`src/hw/rtl/assert_macros.svh`:
```
// ----------------------------------------------------------------------------
// Assertion macros
// Concurrent assertion helpers; compiled out for synthesis.
// ----------------------------------------------------------------------------
`ifndef ASSERT_MACROS_SVH
`define ASSERT_MACROS_SVH
`ifndef SYNTHESIS
`define AGDN_ASSERT(lbl, clk, rst, prop, msg) \
   lbl: assert property (@(posedge clk) disable iff (rst) prop) else $error(msg);
`define AGDN_NEVER(lbl, clk, rst, expr, msg) \
   lbl: assert property (@(posedge clk) disable iff (rst) !(expr)) else $error(msg);
`else
`define AGDN_ASSERT(lbl, clk, rst, prop, msg)
`define AGDN_NEVER(lbl, clk, rst, expr, msg)
`endif
`endif

```
`src/hw/rtl/agdn_pkg.sv`:
```
// ----------------------------------------------------------------------------
// agdn_pkg
// Shared types and constants of the Anscombe-domain 5x5 Gaussian denoiser.
// ----------------------------------------------------------------------------
package agdn_pkg;

   localparam int IMG_WIDTH   = 256;
   localparam int IMG_HEIGHT  = 256;
   localparam int COL_W       = $clog2(IMG_WIDTH);
   localparam int ROW_W       = $clog2(IMG_HEIGHT);
   localparam int STORE_DEPTH = 5 * IMG_WIDTH;
   localparam int ADDR_W      = $clog2(STORE_DEPTH);
   localparam int REF_W       = ((ROW_W > COL_W) ? ROW_W : COL_W) + 2;
   localparam int ACC_W       = 26;
   localparam int WSUM_W      = 21;
   localparam int CSR_ADDR_W  = 5;

   // floor(x/5) = (x * 3277) >> 14 for x < 4096
   localparam int RECIP5    = 3277;
   localparam int RECIP5_SH = 14;

   localparam logic [2:0] REG_CORNER     = 3'd0;
   localparam logic [2:0] REG_OUTER_NEAR = 3'd1;
   localparam logic [2:0] REG_OUTER_MID  = 3'd2;
   localparam logic [2:0] REG_INNER_DIAG = 3'd3;
   localparam logic [2:0] REG_INNER_SIDE = 3'd4;
   localparam logic [2:0] REG_CENTRE     = 3'd5;
   localparam logic [2:0] REG_INV_MODE   = 3'd6;

   typedef struct packed {
      logic [7:0] pixel_in;
      logic       flush;
   } req_type;

   typedef struct packed {
      logic [7:0] pixel_out;
      logic       frame_last;
   } rsp_type;

   typedef struct packed {
      logic [15:0] coef_corner;
      logic [15:0] coef_outer_near;
      logic [15:0] coef_outer_mid;
      logic [15:0] coef_inner_diag;
      logic [15:0] coef_inner_side;
      logic [15:0] coef_centre;
      logic        inverse_mode;
   } cfg_type;

   typedef struct packed {
      logic       accept;
      logic       clear;
      logic       tap_valid;
      logic       tap_last;
      logic [2:0] tap_r;
      logic [2:0] tap_c;
      logic       div_step;
      logic [2:0] div_bit;
      logic       emit;
   } cmd_type;

   typedef struct packed {
      logic out_ready;
      logic mac_done;
      logic out_free;
   } sts_type;

endpackage

```
`src/hw/rtl/agdn_csr.sv`:
```
// ----------------------------------------------------------------------------
// agdn_csr
// APB register file: kernel weights and inverse transform mode.
// ----------------------------------------------------------------------------
module agdn_csr (
   input  logic                             clock,
   input  logic                             reset,
   input  logic                             csr_psel,
   input  logic                             csr_penable,
   input  logic                             csr_pwrite,
   input  logic [agdn_pkg::CSR_ADDR_W-1:0]  csr_paddr,
   input  logic [31:0]                      csr_pwdata,
   output logic [31:0]                      csr_prdata,
   output logic                             csr_pready,
   output agdn_pkg::cfg_type                cfg
);

   agdn_pkg::cfg_type cfg_ff;
   logic [2:0]        idx;
   logic              wr;

   assign idx        = csr_paddr[4:2];
   assign wr         = csr_psel && csr_penable && csr_pwrite;
   assign csr_pready = 1'b1;
   assign cfg        = cfg_ff;

   always_ff @(posedge clock) begin
      if (reset) begin
         cfg_ff.coef_corner     <= 16'd247;
         cfg_ff.coef_outer_near <= 16'd984;
         cfg_ff.coef_outer_mid  <= 16'd1559;
         cfg_ff.coef_inner_diag <= 16'd3926;
         cfg_ff.coef_inner_side <= 16'd6220;
         cfg_ff.coef_centre     <= 16'd9853;
         cfg_ff.inverse_mode    <= 1'b0;
      end else if (wr) begin
         case (idx)
            agdn_pkg::REG_CORNER:     cfg_ff.coef_corner     <= csr_pwdata[15:0];
            agdn_pkg::REG_OUTER_NEAR: cfg_ff.coef_outer_near <= csr_pwdata[15:0];
            agdn_pkg::REG_OUTER_MID:  cfg_ff.coef_outer_mid  <= csr_pwdata[15:0];
            agdn_pkg::REG_INNER_DIAG: cfg_ff.coef_inner_diag <= csr_pwdata[15:0];
            agdn_pkg::REG_INNER_SIDE: cfg_ff.coef_inner_side <= csr_pwdata[15:0];
            agdn_pkg::REG_CENTRE:     cfg_ff.coef_centre     <= csr_pwdata[15:0];
            agdn_pkg::REG_INV_MODE:   cfg_ff.inverse_mode    <= csr_pwdata[0];
            default: ;
         endcase
      end
   end

   always_comb begin
      case (idx)
         agdn_pkg::REG_CORNER:     csr_prdata = {16'd0, cfg_ff.coef_corner};
         agdn_pkg::REG_OUTER_NEAR: csr_prdata = {16'd0, cfg_ff.coef_outer_near};
         agdn_pkg::REG_OUTER_MID:  csr_prdata = {16'd0, cfg_ff.coef_outer_mid};
         agdn_pkg::REG_INNER_DIAG: csr_prdata = {16'd0, cfg_ff.coef_inner_diag};
         agdn_pkg::REG_INNER_SIDE: csr_prdata = {16'd0, cfg_ff.coef_inner_side};
         agdn_pkg::REG_CENTRE:     csr_prdata = {16'd0, cfg_ff.coef_centre};
         agdn_pkg::REG_INV_MODE:   csr_prdata = {31'd0, cfg_ff.inverse_mode};
         default:                  csr_prdata = 32'd0;
      endcase
   end

endmodule

```
`config.mk`:
```
export PLATFORM = sky130hd
export DESIGN_NAME = agdn_csr
export DESIGN_NICKNAME = d
export VERILOG_FILES = /design/src/hw/rtl/assert_macros.svh /design/src/hw/rtl/agdn_pkg.sv /design/src/hw/rtl/agdn_csr.sv
export SDC_FILE = /design/constraint.sdc
export NUM_CORES = 1
export LEC_CHECK = 0
export BUFFER_PORTS_ARGS = -buffer_cell sky130_fd_sc_hd__buf_2
export CAP_MARGIN = 20
export CORE_UTILIZATION = 45
export CTS_CLUSTER_DIAMETER = 200
export CTS_CLUSTER_SIZE = 12
export DETAILED_ROUTE_END_ITERATION = 10
export MAX_ROUTING_LAYER = met4
export PLACE_DENSITY = 0.86
export RECOVER_POWER = 100
export SETUP_SLACK_MARGIN = 0.1
export SLEW_MARGIN = 20
export SYNTH_ARGS = -nofsm -noshare
export SYNTH_HDL_FRONTEND = slang
export SYNTH_SLANG_ARGS = --single-unit
```
`constraint.sdc`:
```
create_clock -name clock -period 1.3 [get_ports clock]
set_clock_uncertainty 0.2 [all_clocks]
set_input_delay 0.065 -clock clock [delete_from_list [all_inputs] [get_ports clock]]
set_output_delay 0.065 -clock clock [all_outputs]
set_load 0.01 [all_outputs]
```
-- After elaboration in Yosys (flattened, before gate mapping)
Index checks and enable logic that the tools add are counted.
- equality and inequality tests: 6
- muxes and demuxes: 1
- reductions and logical operators: 10
- operators with widths (operator ; number):
    one-hot mux 16 bit (7 select lines) ; 1
    AND reduction 2 bit ; 7
    equality test 3 bit, second input constant ; 3
    equality test 3 x 2 -> 1 bit, second input constant ; 2
    equality test 3 x 1 -> 1 bit, second input constant ; 1
    logical NOT 3 bit ; 1
    logical AND 1 bit ; 2
- register bits after elaboration: 97

-- Depth between registers and ports, before layout
- depth in word-level cells: 3
- mapped depth: 6
- gate-level depth less buffers: 3

-- Least setup slack after synthesis
No wires, ideal clock.
- path type: reg2out
- from: register cfg_ff (netlist bit cfg[0])
- to: output csr_prdata[0]
- arrival: 1070 ps
- required time: 1035 ps
- path slack: -35 ps
- cell stages (with the launch flop): 3
- cells stage by stage: dfxtp_1 mux4_2 mux2_2
- longest elaborated chain between the ends: 1
- ends and longest elaborated chain (what ; line ; source):
    start, declared ; agdn_csr.sv:18 ; agdn_pkg::cfg_type cfg_ff;
    one-hot mux 16 bit (7 select lines) ; agdn_csr.sv:51 ; case (idx)
    end, declared ; agdn_csr.sv:13 ; output logic [31:0] csr_prdata,
Every way passes these cells.

-- Worst setup path after layout
Ends and elaborated chain as after synthesis.

==> out/summary.txt <==
CP Buf/Inv Count: 1
Boundary Pins: 172
Number of antenna diodes: 0
Period Utilization, post-route: 140%
Net switching power: 1.66 mW
Post-synth top area share: 41.6%
Gate power share: 15.0%
Total power per unit cell area: 872 nW/um^2
Outcome: finished with violations
Number of buffers on the longest clock path: 2
Vias after detailed routing: 5332
Die X: 104 um
Cells traversed along the worst timing path: mux4_2 -> mux2_4 -> buf_6
Remaining antenna violation count after routing: 0
Synthesized cell area: 4670 sq um
Async S/R FF share, synth: 0%
Root buffer cell: sky130_fd_sc_hd__clkbuf_8
Class of the worst hold path: primary input to flop
Worst reg-to-reg setup slack: 0.16 ns
Number of max-slew violations in the final report: 0
Setup slack at placement: -0.205 ns
Relative slew margins: 60.9%
Count of port buffers added during placement: 136
Final core area utilization: 71.8%
Initial Util: 47.1%
Total area of multi-input combinational cells: 2550 sq um
Cell internal pwr: 4.54 mW
Via count of the first global-routing pass: 5199
Number of warnings printed during yosys synthesis: 0
CTS HTree Levels: 3
All-Layer GR Usage: 32.3%
Std-Cell Core Area: 9910 sq um
Ranking of synthesized cells by area: sky130_fd_sc_hd__dfxtp_1 42%, sky130_fd_sc_hd__mux2i_1 12%, sky130_fd_sc_hd__a21oi_1 6.3%
Failing checks: negative hold slack, negative setup slack
Flop pwr share: 48.6%
Critical Path Sink Type: primary output
Weighted congestion reported at the end of routability-driven placement: 0.881
Final worst slack: -0.520 ns
Total setup violations reported at the end of the flow: 58
Sort of element at the start of the critical path: flop
Synth-to-layout area growth: 52.4%
Number of DRC markers in iteration 0: 535
Chip height: 104 um
F_max: 0.549 GHz
Detailed Routing Iterations Pass 1: 6
Row cnt: 36
# nets final: 789
Post-DP HPWL: 11.1 mm
Fraction of the yosys area taken by sequential cells: 41.6%
Clock group share of total power: 36.5%
Maximum ir drop on the vdd rail: 0.000534 V
Library cell with the largest summed area after synthesis: sky130_fd_sc_hd__dfxtp_1
P_leak: 3.15 nW
RSZ-0062 raised after global routing: yes
Die area: 10800 sq um
Synth Flop Type: sky130_fd_sc_hd__dfxtp_1
Post-Route WL: 17.7 mm
Hold slack: -0.0303 ns
CP max FO: 2
Initial antenna violation count: 0
Number of vias per cell: 6.02
Avg Synthesized Cell Area: 8.79 sq um
Total CTS buffers: 9
Seq cells post-synth: 97
Crit Path Class: flop to primary output
Max_cap viols: 0
Worst slew pin tran: 0.586 ns
EDFF count, synth: 0
Routed wirelength normalized by instance count: 20.0 um
Time the worst path needs with I/O delays and setup: 1.82 ns
Number of flip-flops in the largest register: 97
Setup total negative slack: -11.54 ns
CTS clk-pin slew, worst paths: 0.10 ns
Crit path DAT: 1.56 ns
Post-route cell area: 7110 sq um
Distinct cells, synth: 38
CTS tree: built
Insertion delay of the later-clocked pin in the worst-skew pair: 0.37 ns
Delay of the slowest cell on the worst path: 0.45 ns
Filler cells: 696
Post-placement cell count: 819
Storage element area: 2030 sq um
Final Non-Filler Cells: 885
Slowest cell on crit path: sky130_fd_sc_hd__mux4_2
Number of standard cells after synthesis: 531
Total chip power: 6.20 mW
Worst path top cell family by delay: multiplexers
Net switching share of the total power: 26.7%
Final Hold Viols: 1
Data required time at the worst endpoint: 1.03 ns
Post-route DRC violation count: 0
Total gr overflow: 0
Num Clock Sinks: 97
First-pass GRT wire length: 26.7 mm
Largest net degree at the start of global routing: 26
Placement-stage cell area: 5930 sq um
Share of layout cells above drive strength 1: 48.4%
-- metal layers --
layer	track usage, %	vias to the layer above	part of all wire (%)
li1	-	2316	-
met4	18.0	0	4.6
met2	53.0	392	49
met3	4.91	93	9.4
met1	37.7	2531	37
met5	-	-	0
-- synthesized netlist by cell type (3+ instances only) --
| library cell | n |
|---|---|
| sky130_fd_sc_hd__a21oi_1 | 59 |
| sky130_fd_sc_hd__a221oi_1 | 3 |
| sky130_fd_sc_hd__a22oi_1 | 15 |
| sky130_fd_sc_hd__buf_1 | 3 |
| sky130_fd_sc_hd__buf_2 | 16 |
| sky130_fd_sc_hd__buf_4 | 25 |
| sky130_fd_sc_hd__buf_6 | 3 |
| sky130_fd_sc_hd__clkbuf_1 | 18 |
| sky130_fd_sc_hd__dfxtp_1 | 97 |
| sky130_fd_sc_hd__mux2_2 | 21 |
| sky130_fd_sc_hd__mux2i_1 | 56 |
| sky130_fd_sc_hd__nand2_2 | 3 |
| sky130_fd_sc_hd__nand3_1 | 55 |
| sky130_fd_sc_hd__nand4b_1 | 3 |
| sky130_fd_sc_hd__nor2_1 | 59 |
| sky130_fd_sc_hd__o21ai_0 | 59 |
| sky130_fd_sc_hd__o21ai_1 | 5 |
| sky130_fd_sc_hd__o22a_1 | 4 |
-- cell usage in the layout (no fill, tap or decap), drive strengths merged, types with 2 or more instances in the layout --
master / instances
mux2i: 56
mux2: 21
dfxtp: 97
buf: 221
o22ai: 2
o22a: 4
nor2: 61
clkbuf: 17
a21oi: 59
dlymetal6s4s: 3
nand4b: 3
o211ai: 2
nand2b: 2
bufinv: 2
dlygate4sd3: 24
inv: 2
clkinv: 2
a22oi: 15
nor2b: 3
nand4: 2
a32oi: 2
a221oi: 3
nand3: 55
conb: 17
nand2: 6
o21ai: 64
-- power groups by stage --
stage                     Clock [mW]  Sequential, mW  Combinational [mW]
after detailed placement           0            3.08               0.761
after global placement             0            3.08               0.742
after CTS                       2.24            3.01               0.865
final                           2.26            3.01               0.927
after floorplan                    0            3.08               0.439
after global routing            2.39            3.01               0.971
-- cell families after synthesis --
group,Yosys count,share of synthesized area (%)
other,2,0.161
flip-flops,97,41.6
multiplexers,78,17.6
buffers and inverters,66,8.23
AND/OR/NAND/NOR,136,14.4
AO/OA/AOI/OAI,152,18.1
-- repair_timing --
action	4_1_cts	5_1_grt
buffers inserted	18	13
pin swaps	11	10
gates resized for setup	113	63
cloned	0	0
hold buffers	23	6
endpoints found under the setup margin	31	102
hold endpoints to repair	97	24
-- worst min-delay path, delay by kind of cell --
| family | cells | cell delay, ns |
|---|---|---|
| buffers and inverters | 2 | 0.27 |
| muxes | 1 | 0.12 |
| and+or+nand+nor | 1 | 0.03 |
-- final timing paths --
kind | startpoint | to | depth (start not counted)
max | cfg[0] | csr_prdata[0] | 3
min | reset | cfg[29] | 4
max reg2reg | cfg[72] | cfg[72] | 4
min reg2reg | cfg[67] | cfg[67] | 2
-- final cells by class --
cell class | instances | area share [%]
multi-input combinational | 383 | 35.9
inverter | 1 | 0.0528
clock inverter | 6 | 1.27
sequential | 97 | 28.5
tap | 133 | 2.34
clock buffer | 10 | 1.93
timing repair buffer | 255 | 30.0
No activity file was read; power rests on OpenSTA's default activity.
