==> config.mk <==
export PLATFORM = sky130hd
export DESIGN_NAME = agdn_ctrl
export DESIGN_NICKNAME = d
export VERILOG_FILES = /design/src/hw/rtl/agdn_pkg.sv /design/src/hw/rtl/agdn_ctrl.sv
export VERILOG_INCLUDE_DIRS = /design/src /design/src/hw/rtl
export SDC_FILE = /design/constraint.sdc
export NUM_CORES = 1
export LEC_CHECK = 0
export BUFFER_PORTS_ARGS = -buffer_cell sky130_fd_sc_hd__buf_2
export CAP_MARGIN = 10
export CORE_AREA = 3 3 46 48
export CTS_BUF_LIST = sky130_fd_sc_hd__clkbuf_8
export DETAILED_ROUTE_END_ITERATION = 7
export DIE_AREA = 0 0 49 51
export PLACE_DENSITY = 0.68
export SLEW_MARGIN = 10
export SYNTH_ARGS = -nofsm -noshare
export SYNTH_HDL_FRONTEND = slang
export SYNTH_SLANG_ARGS = --single-unit
==> constraint.sdc <==
create_clock -name clock -period 3.6 [get_ports clock]
set_input_delay 0.54 -clock clock [delete_from_list [all_inputs] [get_ports clock]]
set_output_delay 0.54 -clock clock [all_outputs]
set_load 0.02 [all_outputs]
==> src/hw/rtl/assert_macros.svh <==
// ----------------------------------------------------------------------------
// Assertion macros
// Concurrent assertion helpers; compiled out for synthesis.
// ----------------------------------------------------------------------------
`ifndef ASSERT_MACROS_SVH
`define ASSERT_MACROS_SVH
`ifndef SYNTHESIS
`define AGDN_ASSERT(lbl, clk, rst, prop, msg) \
   lbl: assert property (@(posedge clk) disable iff (rst) prop) else $error(msg);
`define AGDN_NEVER(lbl, clk, rst, expr, msg) \
   lbl: assert property (@(posedge clk) disable iff (rst) !(expr)) else $error(msg);
`else
`define AGDN_ASSERT(lbl, clk, rst, prop, msg)
`define AGDN_NEVER(lbl, clk, rst, expr, msg)
`endif
`endif

==> src/hw/rtl/agdn_pkg.sv <==
// ----------------------------------------------------------------------------
// agdn_pkg
// Shared types and constants of the Anscombe-domain 5x5 Gaussian denoiser.
// ----------------------------------------------------------------------------
package agdn_pkg;

   localparam int IMG_WIDTH   = 256;
   localparam int IMG_HEIGHT  = 256;
   localparam int COL_W       = $clog2(IMG_WIDTH);
   localparam int ROW_W       = $clog2(IMG_HEIGHT);
   localparam int STORE_DEPTH = 5 * IMG_WIDTH;
   localparam int ADDR_W      = $clog2(STORE_DEPTH);
   localparam int REF_W       = ((ROW_W > COL_W) ? ROW_W : COL_W) + 2;
   localparam int ACC_W       = 26;
   localparam int WSUM_W      = 21;
   localparam int CSR_ADDR_W  = 5;

   // floor(x/5) = (x * 3277) >> 14 for x < 4096
   localparam int RECIP5    = 3277;
   localparam int RECIP5_SH = 14;

   localparam logic [2:0] REG_CORNER     = 3'd0;
   localparam logic [2:0] REG_OUTER_NEAR = 3'd1;
   localparam logic [2:0] REG_OUTER_MID  = 3'd2;
   localparam logic [2:0] REG_INNER_DIAG = 3'd3;
   localparam logic [2:0] REG_INNER_SIDE = 3'd4;
   localparam logic [2:0] REG_CENTRE     = 3'd5;
   localparam logic [2:0] REG_INV_MODE   = 3'd6;

   typedef struct packed {
      logic [7:0] pixel_in;
      logic       flush;
   } req_type;

   typedef struct packed {
      logic [7:0] pixel_out;
      logic       frame_last;
   } rsp_type;

   typedef struct packed {
      logic [15:0] coef_corner;
      logic [15:0] coef_outer_near;
      logic [15:0] coef_outer_mid;
      logic [15:0] coef_inner_diag;
      logic [15:0] coef_inner_side;
      logic [15:0] coef_centre;
      logic        inverse_mode;
   } cfg_type;

   typedef struct packed {
      logic       accept;
      logic       clear;
      logic       tap_valid;
      logic       tap_last;
      logic [2:0] tap_r;
      logic [2:0] tap_c;
      logic       div_step;
      logic [2:0] div_bit;
      logic       emit;
   } cmd_type;

   typedef struct packed {
      logic out_ready;
      logic mac_done;
      logic out_free;
   } sts_type;

endpackage

==> src/hw/rtl/agdn_ctrl.sv <==
// ----------------------------------------------------------------------------
// agdn_ctrl
// Sequencer: accept, readiness check, 25-tap walk, quotient steps, emit.
// ----------------------------------------------------------------------------
`include "assert_macros.svh"

module agdn_ctrl (
   input  logic              clock,
   input  logic              reset,
   input  logic              req_valid,
   output logic              req_ready,
   input  agdn_pkg::sts_type sts,
   output agdn_pkg::cmd_type cmd
);

   typedef enum logic [2:0] {
      ST_IDLE, ST_CHECK, ST_TAPS, ST_WAIT, ST_DIV, ST_FIN
   } state_type;

   state_type  state_ff;
   logic [2:0] tap_r_ff;
   logic [2:0] tap_c_ff;
   logic [2:0] div_bit_ff;

   assign req_ready = (state_ff == ST_IDLE);

   always_comb begin
      cmd           = '0;
      cmd.accept    = req_valid && req_ready;
      cmd.clear     = (state_ff == ST_CHECK);
      cmd.tap_valid = (state_ff == ST_TAPS);
      cmd.tap_r     = tap_r_ff;
      cmd.tap_c     = tap_c_ff;
      cmd.tap_last  = (tap_r_ff == 3'd4) && (tap_c_ff == 3'd4);
      cmd.div_step  = (state_ff == ST_DIV);
      cmd.div_bit   = div_bit_ff;
      cmd.emit      = (state_ff == ST_FIN) && sts.out_free;
   end

   always_ff @(posedge clock) begin
      if (reset) begin
         state_ff   <= ST_IDLE;
         tap_r_ff   <= 3'd0;
         tap_c_ff   <= 3'd0;
         div_bit_ff <= 3'd4;
      end else begin
         case (state_ff)
            ST_IDLE: begin
               if (req_valid) state_ff <= ST_CHECK;
            end
            ST_CHECK: begin
               tap_r_ff <= 3'd0;
               tap_c_ff <= 3'd0;
               state_ff <= sts.out_ready ? ST_TAPS : ST_IDLE;
            end
            ST_TAPS: begin
               if (tap_c_ff == 3'd4) begin
                  tap_c_ff <= 3'd0;
                  tap_r_ff <= tap_r_ff + 3'd1;
               end else begin
                  tap_c_ff <= tap_c_ff + 3'd1;
               end
               if (cmd.tap_last) state_ff <= ST_WAIT;
            end
            ST_WAIT: begin
               div_bit_ff <= 3'd4;
               if (sts.mac_done) state_ff <= ST_DIV;
            end
            ST_DIV: begin
               div_bit_ff <= div_bit_ff - 3'd1;
               if (div_bit_ff == 3'd0) state_ff <= ST_FIN;
            end
            ST_FIN: begin
               if (sts.out_free) state_ff <= ST_IDLE;
            end
            default: state_ff <= ST_IDLE;
         endcase
      end
   end

   `AGDN_NEVER(a_mac_done_in_wait, clock, reset, sts.mac_done && (state_ff != ST_WAIT), "mac done outside wait")
   `AGDN_NEVER(a_emit_when_free, clock, reset, cmd.emit && !sts.out_free, "emit into busy output")
   `AGDN_ASSERT(a_accept_to_check, clock, reset, cmd.accept |=> (state_ff == ST_CHECK), "accept not followed by check")

endmodule

# Word-level counts from Yosys, hierarchy flattened
# Index checks and enable logic that the tools add are counted.
# W data, S select, Z words.
[op_classes] add_sub_neg=3 eq_ne=13 reduce_logical=9 mux=12
[ops] operator="$mux W3" count=7
[ops] operator="$pmux W3 S2" count=3
[ops] operator="$pmux W3 S6" count=1
[ops] operator="$eq A3 B3 Y1 const B" count=4
[ops] operator="$ne A2 B2 Y1 const B" count=4
[ops] operator="$add A3 B1 Y3 const B" count=2
[ops] operator="$eq A3 B2 Y1 const B" count=2
[ops] operator="$logic_not A3 Y1" count=2
[ops] operator="$reduce_and A5 Y1" count=1
[ops] operator="$ne A2 B1 Y1 const B" count=2
[ops] operator="$reduce_bool A2 Y1" count=2
[ops] operator="$eq A3 B1 Y1 const B" count=1
[ops] operator="$logic_and A1 B1 Y1" count=3
[ops] operator="$sub A3 B1 Y3 const B" count=1
[ops] operator="$mux W2" count=1
[ops] operator="$reduce_and A2 Y1" count=1
[totals] register_bits=12 in_bits=6

# Logic depth before layout (Yosys ltp)
# Gate-level depths: netlist (run 1).
[logic_depth] depth_word=4 ltp_mapped=7 depth_no_buf=7

# Worst setup path after synthesis (run 1)
# No wires, ideal clock.
[synth_timing] kind="reg2out" startpoint="reg state_ff[0]" endpoint="out cmd[14] (netlist bit)" stages_incl_launch_ff=5 t_arrival_ns=1.399 required_time_ns=3.060 setup_slack_ns=1.661 path_cell_list="dfxtp_1 > buf_6 > buf_2 > nor3_1 > and2_1"
[synth_lines] element="start: declaration" line="agdn_ctrl.sv:20" rtl="state_type state_ff;"
[synth_lines] element="start signal: assignment" line="agdn_ctrl.sv:54" rtl="state_ff <= sts.out_ready ? ST_TAPS : ST_IDLE;"
[synth_lines] element="end: declaration" line="agdn_ctrl.sv:13" rtl="output agdn_pkg::cmd_type cmd"

==> results.md, run 1 <==
- For the pin with the worst max-slew slack, the measured transition is 577 ps.
- The post-route minimum period is 2110 ps.
- The floorplan step defined a die boundary enclosing 2500 um2.
- The clock buffer count from CTS is 3.
- The wire length on met2 is 684 um.
- The Yosys step of the flow raised 0 warnings.
- The maximum level of the CTS H-tree is 1.
- In this run the deepest clock path goes through 2 buffers.
- The maximum fanout encountered on the critical timing path is 16.
- The worst setup path is captured at an output pin.
- The routed design has 1580 um of wire.
- In the global route stage, overall resource usage came out at 14.4%.
- The HPWL after detailed placement is 1190 um.
- The top metal layer carrying routed signals is met3.
- The required time at the endpoint of the critical path is 3060 ps.
- After clock tree synthesis, the flow added hold-fix buffers numbering 0.
- The DRC violation count after routing is 0.
- The tightest slew margin relative to the limit is 61.5%.
- The worst-case IR drop observed on VDD is 275 uV.
- The launching element type of the critical path is a flip-flop.
- Sorting the synthesized cells by area gives the leading types as dfxtp_1 31%, ha_1 9.7%, inv_1 4.4%.
- In the synthesized netlist the dominant register cell turns out to be dfxtp_1.
- The number of nets in the synthesized netlist is 103.
- Synthesis inferred 12 register bits.
- Across all layers, the routed design uses 675 vias.
- The overall power consumption is 479 uW.
- The wire length per cell after detailed routing is 11.7 um.
- Synthesis produced 91 cells.
- Dividing the final minimum period by the clock period gives 58.7%.
- The initial core utilization is 44.4%.
- The clock latency on the worst-skew pair is 240 ps.
- The net count of the finished layout is 124.
- In this run the power density over the cells is 519 nW/um2.
- The class of the tightest hold or removal check is reg2reg.
- Setup violations remaining at the end of the flow were counted as 0.
- The share of Yosys cell area claimed by the top area cell type is 31.0%.
- Entering global routing, the biggest net connects 17 pins.
- For this design the top-level I/O count stands at 22.
- Counting flops with a built-in enable in the synthesized netlist gives 0.
- The wire length of the first global-routing pass is 2840 um.
- The flow ran to the end, and the final reports show no timing, DRC or antenna violations.
- The residual antenna-violating net count after detailed routing is 0.
- The layout overhead on the synthesized area is 19.0%.
- The combined area of all synthesized cells is 776 um2.
- The clock net sink count is 12.
- Synthesis instantiated 36 different standard cells from the library.
- The critical path start-end classification is reg2out.
- TritonCTS built the clock tree.
- The tree is rooted in a clkbuf_8.
- 0 antenna diodes ended up in the layout.
- The met3 wirelength from detailed routing is 73 um.
- After routing, the total negative slack on setup checks comes to 0 ps.
- The static power due to leakage is 0.000401 uW.
- In the routed layout, each cell is associated on average with a via count of 5.00.
- After synthesis, the mean cell area works out to 8.52 um2.
- The via count of the first global-routing pass was 626.
- The max-slew violation total from the final report is 0.
- The number of DRC markers after the initial detailed-route iteration is 13.
- The max-cap check violation count is 0.
- The proportion of layout cells with a drive suffix above 1 is 28.2%.
- The number of iterations in the first detailed-routing pass is 4.
- On the final layout, the worst clock skew is 1.50 ps.
- Summed over all layers, the global routing overflow is 0.
- STA puts the critical path data arrival time at 1570 ps.
- The region available for standard cell placement spans 1750 um2.
- Clock-pin slew was measured on the worst setup and hold paths at 50 ps.
- After detailed routing, the wire length on met1 is 821 um.
- The quantity of gates resized following cts is 0.
- The height of the chip is 51 um.
- With fillers left out, the area of the finished cells amounts to 923 um2.
- The horizontal die dimension is 49 um.
- The standard-cell row count is 15.
- The number of antenna violations at the first check in global routing is 0.
- Of the synthesized area, sequential elements account for 31.0%.
- Timing would allow up to 474 MHz.
- dfxtp_1 takes more of the synthesized area than any other cell.
- Once the clock tree was built, the setup fixing pass inserted 0 buffers.
- Routability-driven placement finished with a final weighted congestion of 0.712.
- The final count of hold timing violations is 0.
- The cell area reported after detailed placement is 882 um2.
- Setup repair after global routing left no endpoint under its margin.
- Input and output buffers added on the ports amount to 21.
- In the synthesized netlist the async set-or-reset flop fraction comes to 0%.
## worst max-delay path: stages, from the launching register on
cell,delay (ps)
dfxtp_1,680
nor3b_2,420
buf_2,230
## stage by stage
stage,utilization [%],instances,hold WS [ps],worst slack (ps)
floorplan,-,91,597,1660
detailed placement,50.5,132,538,1750
global placement,50.5,132,525,1800
finish,52.9,135,542,1490
CTS,52.9,135,555,1490
global route,52.9,135,577,1350
## synthesized netlist by cell type (2+ instances only)
master,number
dfxtp_1,12
inv_1,9
nor2_1,8
a21oi_1,6
ha_1,6
nand2b_1,4
nor3_1,4
buf_2,3
mux2i_1,3
nand2_1,3
a211o_1,2
a22oi_1,2
nand3b_1,2
nand4_1,2
nor3_2,2
nor3b_1,2
o21ai_1,2
## worst paths after layout
path / startpoint / to / slack (ps) / cells after the start
setup / recovery: state_ff[0] / cmd[13] / 1490 / 2
setup reg to reg: div_bit_ff[0] / state_ff[2] / 1930 / 7
hold / removal: div_bit_ff[1] / div_bit_ff[1] / 540 / 2
hold reg to reg: div_bit_ff[1] / div_bit_ff[1] / 540 / 2
## routing by layer
metal  vias to the layer above  GRT usage (%)
li1                        356              -
met1                       307           18.7
met2                        12           22.4
met5                         -              0
met4                         0           4.27
met3                         0           4.96
## final cells by class
class | instances | area [um2]
fillers | 156 | 822
multi-input cells | 65 | 472
flip-flops and latches | 12 | 240
repair buffers | 21 | 105
clock buffers | 3 | 41.3
inverters | 9 | 33.8
well taps | 25 | 31.3
## report_power, final
part	total, uW	internal (uW)	leakage [uW]	switching, uW
clock	120	73.5	0.0000216	46.2
combinational	176	74.5	0.000283	102
sequential	183	144	0.0000971	38.8
## kinds of logic (layout without fill, tap and decap cells)
| logic type | Yosys count | count (layout) | synth area share, % |
|---|---|---|---|
| AO/OA/AOI/OAI | 19 | 19 | 16.1 |
| XOR/XNOR | 1 | 1 | 1.13 |
| adder cells (fa/ha/maj) | 6 | 6 | 9.68 |
| buffers and inverters | 14 | 33 | 8.22 |
| flip-flops | 12 | 12 | 31.0 |
| multiplexers | 4 | 4 | 5.32 |
| AND/OR/NAND/NOR | 35 | 35 | 28.5 |
## registers in the layout (all words and copies together) (netlist names)
register	flops
div_bit_ff	3
tap_c_ff	3
state_ff	3
tap_r_ff	3
## layout by cell type (no fill, tap or decap), types with 2 or more instances in the layout
| cell type | n |
|---|---|
| nand2_1 | 3 |
| a21oi_1 | 6 |
| nand3b_1 | 2 |
| a22oi_1 | 2 |
| clkbuf_8 | 3 |
| nand2b_1 | 4 |
| ha_1 | 6 |
| a211o_1 | 2 |
| inv_1 | 9 |
| buf_2 | 21 |
| nor3_2 | 2 |
| nor2_1 | 8 |
| o21ai_1 | 2 |
| nor3b_1 | 2 |
| mux2i_1 | 3 |
| nor3_1 | 4 |
| dfxtp_1 | 12 |
| nand4_1 | 2 |
Power figures use the tool's default switching activity.
==> run 2, diff against run 1 <==
==> constraint.sdc (replaced) <==
create_clock -name clock -period 2 [get_ports clock]
set_input_delay 0.3 -clock clock [delete_from_list [all_inputs] [get_ports clock]]
set_output_delay 0.3 -clock clock [all_outputs]
set_load 0.02 [all_outputs]
==> run 2 against run 1 <==
Effect of this change:
- clock skew is 3.0 ps higher
- first-iteration DRC count is 62% lower
- die area stayed put
- largest power group is now combinational logic
- highest routed layer is now met4
==> results.md, run 2 (same netlist as run 1, synthesis figures left out) <==
- The count of buffers added on input and output ports is 21.
- The proportion of layout cells with a drive suffix above 1 is 30.1%.
- The DRC violation count after routing is 0.
- Leaving out fill and tap cells, the most frequent cells in the layout are 21 x buf_2, 12 x dfxtp_1, 9 x inv_1.
- The cell at the root of the clock tree is clkbuf_8.
- Together, buffers and inverters on the worst path number 1.
- The total via count after detailed routing is 711.
- The max-cap check violation count is 0.
- The floorplan step defined a die boundary enclosing 2500 um2.
- Dividing the detail-routed wire length by the instance count gives 11.9 um.
- The post-CTS repair timing setup buffer count is 0.
- The HPWL after detailed placement is 1230 um.
- The launching element type of the critical path is a flip-flop.
- The largest individual stage delay along the critical path comes from the cell dfxtp_1.
- The clock skew after layout is 4.47 ps.
- No sink is reached through more buffers than the 2 on the longest clock path.
- The quantity of gates resized following cts is 0.
- The number of vias per cell is 5.15.
- The worst-case vdd ir drop is 453 uV.
- In this run the critical register-to-register path is captured at state_ff[0].
- The worst-case hold path end point is state_ff[2].
- The most common library cell in the layout ignoring fill and taps is buf_2.
- The residual antenna-violating net count after detailed routing is 0.
- In this run the tightest slew margin relative to its limit is 60.6%.
- The critical path start-end classification is reg2out.
- The maximum fanout encountered on the critical timing path is 13.
- Setup repair after global routing left no endpoint under its margin.
- The final estimated routing congestion in global placement is 0.749.
- Of the available clock period, the critical path in the final layout requires 89.0%.
- In this run the number of H-tree levels came out at 1.
- Traced cell by cell, the critical path runs through nand2b_1 -> nor2_1 -> buf_2.
- In the final layout, the multi-input gates occupy 472 um2.
- The number of DRC markers after the initial detailed-route iteration is 5.
- The initial core utilization is 44.4%.
- For this design the static power due to leakage is 0.000419 uW.
- The combined flip-flop and latch cell area is 240 um2.
- The category of the worst setup path capture point is an output pin.
- The setup slack at placement is 371 ps.
- The final wirelength is 1640 um.
- The final global-route overflow total is 0.
- The via count of the first global-routing pass is 640.
- For this design, the CTS-stage hold fixing added 0 buffers.
- The total routing usage reported by global routing is 14.3%.
- In this run the worst hold path is classified as in2reg.
- Among cell families on the critical path, the largest total delay comes from flip-flops.
- The worst register-to-register path begins at div_bit_ff[0].
- TritonCTS built the clock tree.
- Once routing completed, OpenROAD measured the worst setup slack at 220 ps.
- The final-stage net count is 126.
- The worst hold path begins at sts[1].
- The max-slew violation total from the final report is 0.
- The clock net sink count is 12.
- Based on the critical path, the design can be clocked at up to 562 MHz.
- The horizontal die dimension is 49 um.
- The area of the core region is 1750 um2.
- After clock tree synthesis, the clock-pin slew on the worst setup and hold paths is 60 ps.
- The number of antenna violations at the first check in global routing is 0.
- In this run, CTS created clock tree buffers numbering 3.
- For the pin with the worst max-slew slack, the measured transition is 589 ps.
- The flow ran to the end, and the final reports show no timing, DRC or antenna violations.
- The standard-cell row count is 15.
- Setup violations remaining at the end of the flow were counted as 0.
- The wire length of the first global-routing pass is 2770 um.
- The required time at the endpoint of the critical path is 1700 ps.
- The largest net degree at the start of global routing is 17.
- At the later pin of the worst-skew pair, clock insertion delay measures 240 ps.
- The final count of hold timing violations is 0.
- Along the worst hold path, the cell count comes to 3.
- The layout overhead on the synthesized area is 22.7%.
- The number of antenna diodes in the final layout is 0.
- On the worst path, the slowest cell contributes a delay of 640 ps.
- The total of fill cells in the finished design is 164.
- The post-route minimum period is 1780 ps.
- The register-to-register setup slack is 370 ps.
- Setup total negative slack on the finished layout was measured at 0 ps.
- The first detailed-routing pass took 4 iterations.
- The height of the chip is 51 um.
- In this run the power density over the cells is 985 nW/um2.
- For the worst setup path, the data arrival time is 1480 ps.
- The number of cells traversed by the worst register-to-register path is 7.
- The I/O pin count is 22.
## run 2: cell types whose count changed in the layout (fill, tap and decap cells not counted)
cell	before	now
buf_4	0	2
clkbuf_8	3	4
## run 2: worst max path at each step
stage             startpoint          end  slack (ps)  cells past startpoint
2_1_floorplan    state_ff[0]      cmd[14]         300                      4
3_3_place_gp   div_bit_ff[0]  state_ff[1]         440                      7
3_5_place_dp   div_bit_ff[0]  state_ff[1]         370                      7
4_1_cts          state_ff[2]       cmd[4]         220                      3
5_1_grt          state_ff[2]       cmd[4]          80                      3
6_report         state_ff[2]       cmd[4]         220                      3
## run 2: metrics by stage
step / std cells / total power [uW] / utilization (%) / cell area [um2] / hold WS [ps]
after floorplan: 91 / 595 / - / 776 / 474
after CTS: 138 / 949 / 54.6 / 952 / 377
after global routing: 138 / 994 / 54.6 / 952 / 392
after detailed placement: 134 / 678 / 51.4 / 897 / 531
final: 138 / 938 / 54.6 / 952 / 377
after global placement: 134 / 671 / 51.4 / 897 / 520
## run 2: final cells by class
cell class	instances	share of cell area [%]
clock buffer	4	5.78
inverter	9	3.55
multi-input combinational	65	49.5
sequential	12	25.2
tap	25	3.29
timing repair buffer	23	12.6
## run 2: worst min-delay path, cell delays in order
cell     delay [ps]
buf_2            90
a31oi_1          90
nor3_2           90
## run 2: report_power, final
part / leakage [uW] / switching (uW) / internal, uW
Clock: 0.0000288 / 92.2 / 174
Combinational: 0.000293 / 205 / 152
Sequential: 0.0000971 / 55.0 / 259
Total: 0.000419 / 352 / 585
## run 2: per-layer routing
layer  global-route usage [%]  share of wire [%]  up-vias
li1                         -                  -      364
met1                     18.5                 49      325
met2                     22.2                 46       18
met3                     2.62                3.5        4
met4                     8.53                1.3        0
met5                        0                  0        -
